--- src/ibs_pkg.sv ---
// types and constants shared by the box suppression block
`timescale 1ns / 1ps
`default_nettype none

package ibs_pkg;

	// reset value of the iou threshold, unsigned q0.16
	localparam logic [15:0] THR_RESET = 16'd29491;

	// one box as stored in the kept list
	typedef struct packed {
		logic [15:0] left;
		logic [15:0] top;
		logic [15:0] width;
		logic [15:0] height;
	} box_t;

	// one kept list entry: the box and its area
	typedef struct packed {
		box_t        box;
		logic [31:0] area;
	} entry_t;

	// status of the compare pipeline back to the sequencer
	typedef struct packed {
		logic vld;
		logic hit;
		logic busy;
	} cmp_t;

	// sequencer states
	typedef enum logic [1:0] {
		ST_IDLE,
		ST_SCAN,
		ST_DONE
	} state_t;

endpackage

`default_nettype wire

--- src/ibs_iou_unit.sv ---
// pipelined iou test of the new box against one kept box per cycle
`timescale 1ns / 1ps
`default_nettype none

module ibs_iou_unit (
	input  wire              clk,
	input  wire              arst_n,
	input  wire              in_vld,
	input  ibs_pkg::box_t    new_box,
	input  wire  [31:0]      new_area,
	input  wire  [15:0]      threshold,
	input  ibs_pkg::entry_t  kept,
	output ibs_pkg::cmp_t    status
);
	import ibs_pkg::*;

	logic        vld_s2, vld_s3, vld_s4, vld_s5;
	logic [15:0] ow_s2, oh_s2;
	logic [31:0] areab_s2, areab_s3;
	logic [31:0] inter_s3, inter_s4, inter_s5;
	logic [32:0] uni_s4;
	logic [48:0] prod_s5;

	logic [16:0] x_lo, x_ae, x_be, x_hi;
	logic [16:0] y_lo, y_ae, y_be, y_hi;
	logic [15:0] ow, oh;
	logic [32:0] uni;

	// overlap along each axis, edges formed at 17 bits
	always_comb begin
		x_lo = (new_box.left > kept.box.left) ? {1'b0, new_box.left} : {1'b0, kept.box.left};
		x_ae = {1'b0, new_box.left} + {1'b0, new_box.width};
		x_be = {1'b0, kept.box.left} + {1'b0, kept.box.width};
		x_hi = (x_ae < x_be) ? x_ae : x_be;
		ow   = (x_hi > x_lo) ? 16'(x_hi - x_lo) : 16'd0;
		y_lo = (new_box.top > kept.box.top) ? {1'b0, new_box.top} : {1'b0, kept.box.top};
		y_ae = {1'b0, new_box.top} + {1'b0, new_box.height};
		y_be = {1'b0, kept.box.top} + {1'b0, kept.box.height};
		y_hi = (y_ae < y_be) ? y_ae : y_be;
		oh   = (y_hi > y_lo) ? 16'(y_hi - y_lo) : 16'd0;
	end

	// union never goes below zero since inter fits in either area
	assign uni = {1'b0, new_area} + {1'b0, areab_s3} - {1'b0, inter_s3};

	// valid chain
	always_ff @(posedge clk or negedge arst_n) begin
		if (!arst_n) begin
			vld_s2 <= 1'b0;
			vld_s3 <= 1'b0;
			vld_s4 <= 1'b0;
			vld_s5 <= 1'b0;
		end else begin
			vld_s2 <= in_vld;
			vld_s3 <= vld_s2;
			vld_s4 <= vld_s3;
			vld_s5 <= vld_s4;
		end
	end

	// datapath stages: overlap, intersection, union, threshold product
	always_ff @(posedge clk) begin
		ow_s2    <= ow;
		oh_s2    <= oh;
		areab_s2 <= kept.area;
		inter_s3 <= ow_s2 * oh_s2;
		areab_s3 <= areab_s2;
		uni_s4   <= uni;
		inter_s4 <= inter_s3;
		prod_s5  <= threshold * uni_s4;
		inter_s5 <= inter_s4;
	end

	// suppress when inter * 65536 > threshold * union
	always_comb begin
		status.vld  = vld_s5;
		status.hit  = {1'b0, inter_s5, 16'h0000} > prod_s5;
		status.busy = vld_s2 | vld_s3 | vld_s4 | vld_s5;
	end

endmodule

`default_nettype wire

--- config.mk ---
export PLATFORM = sky130hd
export DESIGN_NAME = ibs_iou_unit
export DESIGN_NICKNAME = d
export VERILOG_FILES = /design/src/ibs_pkg.sv /design/src/ibs_iou_unit.sv
export SDC_FILE = /design/constraint.sdc
export NUM_CORES = 2
export LEC_CHECK = 0
export BUFFER_PORTS_ARGS = -buffer_cell sky130_fd_sc_hd__buf_4
export CAP_MARGIN = 5
export CORE_MARGIN = 8
export CORE_UTILIZATION = 45
export DETAILED_ROUTE_END_ITERATION = 7
export PLACE_DENSITY_LB_ADDON = 0.25
export SLEW_MARGIN = 20
export SYNTH_ARGS = -nofsm -noshare
export SYNTH_HDL_FRONTEND = slang
export SYNTH_SLANG_ARGS = --single-unit
export TNS_END_PERCENT = 20
--- constraint.sdc ---
create_clock -name clk -period 6.86 [get_ports clk]
set_input_delay 0.343 -clock clk [delete_from_list [all_inputs] [get_ports clk]]
set_output_delay 0.343 -clock clk [all_outputs]
set_load 0.05 [all_outputs]
==> run_summary.xml <==
<?xml version="1.0" encoding="UTF-8"?>
<metrics>
  <group name="final_layout">
    <metric name="syn_to_final_growth" unit="%">11.02</metric>
    <metric name="fin_nets" unit="">6135</metric>
    <metric name="post_route_cells_drive_above_1_share" unit="%">8.026</metric>
    <metric name="post-route-util" unit="%">50.35</metric>
    <metric name="nFillCells" unit="">8575</metric>
  </group>
  <group name="logic_synthesis">
    <metric name="synth_fp_nets" unit="">5933</metric>
    <metric name="synth-edff-count" unit="">0</metric>
    <metric name="count_of_mapped_cells_out_of_synthesis" unit="">4608</metric>
    <metric name="syn-mean-instance-area" unit="sq um">8.860</metric>
    <metric name="synth.cell_area" unit="sq um">40830</metric>
    <metric name="synth_area_leaders" unit="">sky130_fd_sc_hd__fa_1 (33%), sky130_fd_sc_hd__ha_1 (14%), sky130_fd_sc_hd__dfxtp_1 (13%)</metric>
    <metric name="post_synth_num_cell_types" unit="">84</metric>
    <metric name="synth-main-ff-cell" unit="">sky130_fd_sc_hd__dfxtp_1</metric>
    <metric name="asyncSetResetFlopFracSynth" unit="%">1.439</metric>
    <metric name="largest_area_contributor_in_the_synthesized_netlist" unit="">sky130_fd_sc_hd__fa_1</metric>
    <metric name="synth-warning-count" unit="">0</metric>
    <metric name="synth_seq_cells" unit="">278</metric>
    <metric name="synth_sequential_area_ratio" unit="%">13.68</metric>
    <metric name="post-synth-top-area-fraction" unit="%">32.56</metric>
  </group>
  <group name="drt">
    <metric name="drt_iter0_drc" unit="">1680</metric>
    <metric name="post_drt_via_cell_ratio" unit="">5.122</metric>
    <metric name="post_detailed_route_drc_marker_count" unit="">0</metric>
    <metric name="dr_total_vias" unit="">30790</metric>
    <metric name="post_drt_wl_per_cell" unit="microns">17.03</metric>
    <metric name="route.antenna.remaining_nets" unit="">0</metric>
    <metric name="drt_first_pass_iters" unit="">5</metric>
    <metric name="routed_wl" unit="mm">102.4</metric>
  </group>
  <group name="clocking">
    <metric name="cts_made_buffers" unit="">30</metric>
    <metric name="clock_tree_from_tritoncts" unit="">yes</metric>
    <metric name="clock_latency" unit="ns">0.58</metric>
    <metric name="tritoncts_num_sinks" unit="">278</metric>
    <metric name="post-cts-setup-buffers" unit="">0</metric>
    <metric name="clockRootBuffer" unit="">sky130_fd_sc_hd__clkbuf_16</metric>
    <metric name="cts-root-to-sink-buffers" unit="">3</metric>
    <metric name="cts.htree.levels" unit="">1</metric>
    <metric name="worst_setup_hold_path_clk_slew" unit="ns">0.06</metric>
  </group>
  <group name="placed_design">
    <metric name="dp_hpwl" unit="mm">85.13</metric>
    <metric name="port_buffers" unit="">213</metric>
    <metric name="gp_congestion" unit="">0.8874</metric>
  </group>
  <group name="critical_path">
    <metric name="critPathTopFamily" unit="">adder cells</metric>
    <metric name="cpMostUsedCell" unit="">sky130_fd_sc_hd__fa_1</metric>
    <metric name="largest_driver_fanout_on_the_critical_path" unit="">9</metric>
    <metric name="worstSetupStartpointType" unit="">flip-flop</metric>
    <metric name="crit_required" unit="ns">7.33</metric>
    <metric name="timing.reg2reg.setup_slack" unit="ns">0.33</metric>
    <metric name="cell_with_the_biggest_individual_delay_on_the_critical_path" unit="">sky130_fd_sc_hd__fa_1</metric>
    <metric name="maximum_cell_stage_delay_along_the_critical_path" unit="ns">0.61</metric>
    <metric name="cell_by_cell_trace_of_the_critical_path" unit="">buf_4 &gt; and2_1 &gt; fa_1 &gt; inv_1 &gt; fa_1 &gt; fa_1 &gt; inv_1 &gt; fa_1 &gt; fa_1 &gt; inv_1 &gt; fa_1 &gt; inv_1 &gt; ha_1 &gt; nand2_1 &gt; o21ai_0 &gt; nor2_1 &gt; o21ai_0 &gt; o2111a_1 &gt; o21ai_1 &gt; nor4b_1 &gt; a211oi_1</metric>
    <metric name="timing.setup.critical_path_class" unit="">reg2reg</metric>
    <metric name="critPathBufInv" unit="">5</metric>
    <metric name="critPathCaptureType" unit="">flip-flop</metric>
    <metric name="crit_path_dat" unit="ns">6.99</metric>
  </group>
  <group name="timing">
    <metric name="worst_slew_pin_slew" unit="ns">0.8473</metric>
    <metric name="fin_setup_tns" unit="ns">0</metric>
    <metric name="unrepaired_setup_endpoints_after_global_routing" unit="">no</metric>
    <metric name="slew-limit-headroom" unit="%">43.44</metric>
    <metric name="final-hold-violation-count" unit="">0</metric>
    <metric name="minimum_clock_period" unit="ns">6.525</metric>
    <metric name="clock.fmax" unit="GHz">0.1533</metric>
    <metric name="fin_skew" unit="ns">0.02831</metric>
    <metric name="timing.final.crit_share" unit="%">95.12</metric>
    <metric name="setup_viol" unit="">0</metric>
    <metric name="timing_max_transition_violations_final" unit="">0</metric>
  </group>
  <group name="job">
    <metric name="drv.max_cap_violation_count" unit="">0</metric>
  </group>
  <group name="global_route">
    <metric name="grtUsageTotal" unit="%">20.74</metric>
    <metric name="number_of_global_route_vias_before_repair" unit="">32570</metric>
    <metric name="initial_antenna_violation_count" unit="">2</metric>
    <metric name="grt_start_max_net_pins" unit="">34</metric>
    <metric name="grt_pass1_wl" unit="mm">168.9</metric>
    <metric name="global_route.overflow_total" unit="">0</metric>
  </group>
  <group name="floorplan">
    <metric name="floorplan.initialDensity" unit="%">45.36</metric>
    <metric name="floorplan.die.height" unit="microns">317.2</metric>
    <metric name="die-area" unit="sq um">100600</metric>
    <metric name="top_level_i_o_count" unit="">214</metric>
    <metric name="core-area" unit="sq um">90010</metric>
    <metric name="placementRows" unit="">110</metric>
    <metric name="die_outline_width" unit="microns">317.2</metric>
  </group>
  <group name="outcome">
    <metric name="run_status" unit="">completed</metric>
  </group>
  <group name="hold_path">
    <metric name="type_of_the_worst_min_delay_path" unit="">in2async</metric>
  </group>
</metrics>
[final timing paths]
| check | start | to | cells past startpoint |
|---|---|---|---|
| hold reg to reg | inter_s4[7]$_DFF_P_ | inter_s5[7]$_DFF_P_ | 0 |
| hold / removal | arst_n | vld_s4$_DFF_PN0_ | 2 |
| max in group asynchronous | arst_n | vld_s3$_DFF_PN0_ | 2 |
| min in group clk | new_area[31] | uni_s4[32]$_DFF_P_ | 3 |
| setup / recovery | uni_s4[15]$_DFF_P_ | prod_s5[48]$_DFF_P_ | 21 |
| setup reg to reg | uni_s4[15]$_DFF_P_ | prod_s5[48]$_DFF_P_ | 21 |
[timing repair]
| action | CTS | global route |
|---|---|---|
| hold buffers | 35 | 0 |
| setup endpoints to repair | 0 | 7 |
| gates resized for setup | 0 | 14 |
| endpoints found under the hold margin | 38 | 0 |
[kinds of logic after synthesis]
| family | count (synthesis) | synth area share [%] |
|---|---|---|
| AND/OR/NAND/NOR | 1284 | 15.01 |
| flip-flops | 278 | 13.68 |
| AO/OA/AOI/OAI | 638 | 10.28 |
| XOR/XNOR | 167 | 3.583 |
| multiplexers | 45 | 1.116 |
| buffers and inverters | 1082 | 9.982 |
| adder cells (fa/ha/maj) | 1114 | 46.35 |
[layout make-up]
class | instances | area, sq um | share of cell area [%]
Timing Repair Buffer | 314 | 2445 | 5.394
Sequential cell | 278 | 5602 | 12.36
Multi-Input combinational cell | 3248 | 31170 | 68.77
Antenna cell | 1 | 2.502 | 0.005521
Clock inverter | 21 | 304.0 | 0.6708
Tap cell | 1176 | 1471 | 3.246
Inverter | 938 | 3521 | 7.768
Clock buffer | 35 | 809.5 | 1.786
[worst register-to-register path, delay by kind of cell, from the launching register on]
family          cells  cell delay [ns]
fa+ha+maj           7             3.56
compound gates      5             1.38
simple gates        4             0.55
buf+inv             5             0.49
flops               1             0.44
[synthesized netlist by cell type (all sizes together) (15+ instances only)]
| cell type | instances |
|---|---|
| ha | 450 |
| clkbuf | 138 |
| dfxtp | 274 |
| a21oi | 184 |
| a21o | 105 |
| nand4 | 33 |
| xnor2 | 104 |
| o21a | 39 |
| o21ai | 125 |
| inv | 938 |
| nand3 | 30 |
| xor2 | 63 |
| or3 | 15 |
| and3 | 16 |
| nor2 | 147 |
| mux2i | 41 |
| nor2b | 22 |
| nand2b | 23 |
| a31oi | 21 |
| o21bai | 28 |
| nor3 | 41 |
| fa | 664 |
| nand2 | 603 |
| a211oi | 23 |
| and2 | 309 |
[metrics by stage]
| stage | setup slack, ns | area [sq um] | hold slack (ns) | cells |
|---|---|---|---|---|
| floorplan | 0.7313 | 40830 | 0.04741 | 4608 |
| global placement | 0.3770 | 43840 | 0.1391 | 5919 |
| detailed placement | 0.3378 | 43840 | 0.1410 | 5919 |
| CTS | 0.2884 | 45300 | 0.04370 | 6010 |
| global route | 0.01177 | 45320 | 0.08085 | 6010 |
| finish | 0.3348 | 45320 | 0.09347 | 6011 |
[sequential cells by signal, summed over array words and instances, names as in the netlist, 16 cells and up]
signal and cells:
inter_s5 32, inter_s4 32, uni_s4 33, inter_s3 32, ow_s2 16, prod_s5 49, areab_s3 32, areab_s2 32
oh_s2 16
[metal layers]
layer / track usage, % / up-vias / share of wire (%) / routed length [microns]
met4: 4.674 / 0 / 2.3 / 2357
met3: 3.898 / 135 / 7.1 / 7237
met5: 0 / - / 0 / 0
li1: - / 14810 / - / -
met2: 34.53 / 848 / 47 / 47630
met1: 28.03 / 15000 / 44 / 45150
[cells in the final DEF (no fill, tap or decap), drive strengths merged, types with 13 or more instances in the layout]
cell type / Yosys / routed
a211oi: 23 / 23
o21bai: 28 / 28
dlygate4sd3: 0 / 35
nand4: 33 / 33
a21o: 105 / 105
a21oi: 184 / 184
a31oi: 21 / 21
xnor2: 104 / 104
nand2b: 23 / 23
nor2b: 22 / 22
clkbuf: 138 / 35
o31ai: 13 / 13
o211ai: 13 / 13
nand2: 603 / 603
mux2i: 41 / 41
inv: 938 / 945
and2: 309 / 309
nand3: 30 / 30
dfxtp: 274 / 274
buf: 6 / 279
and3: 16 / 16
fa: 664 / 664
nor3: 41 / 41
ha: 450 / 450
nor2: 147 / 147
o21a: 39 / 39
o21ai: 125 / 125
or3: 15 / 15
xor2: 63 / 63
Power is not shown: default switching activity piles up to over one toggle a cycle in this logic, so the estimate is an artifact.
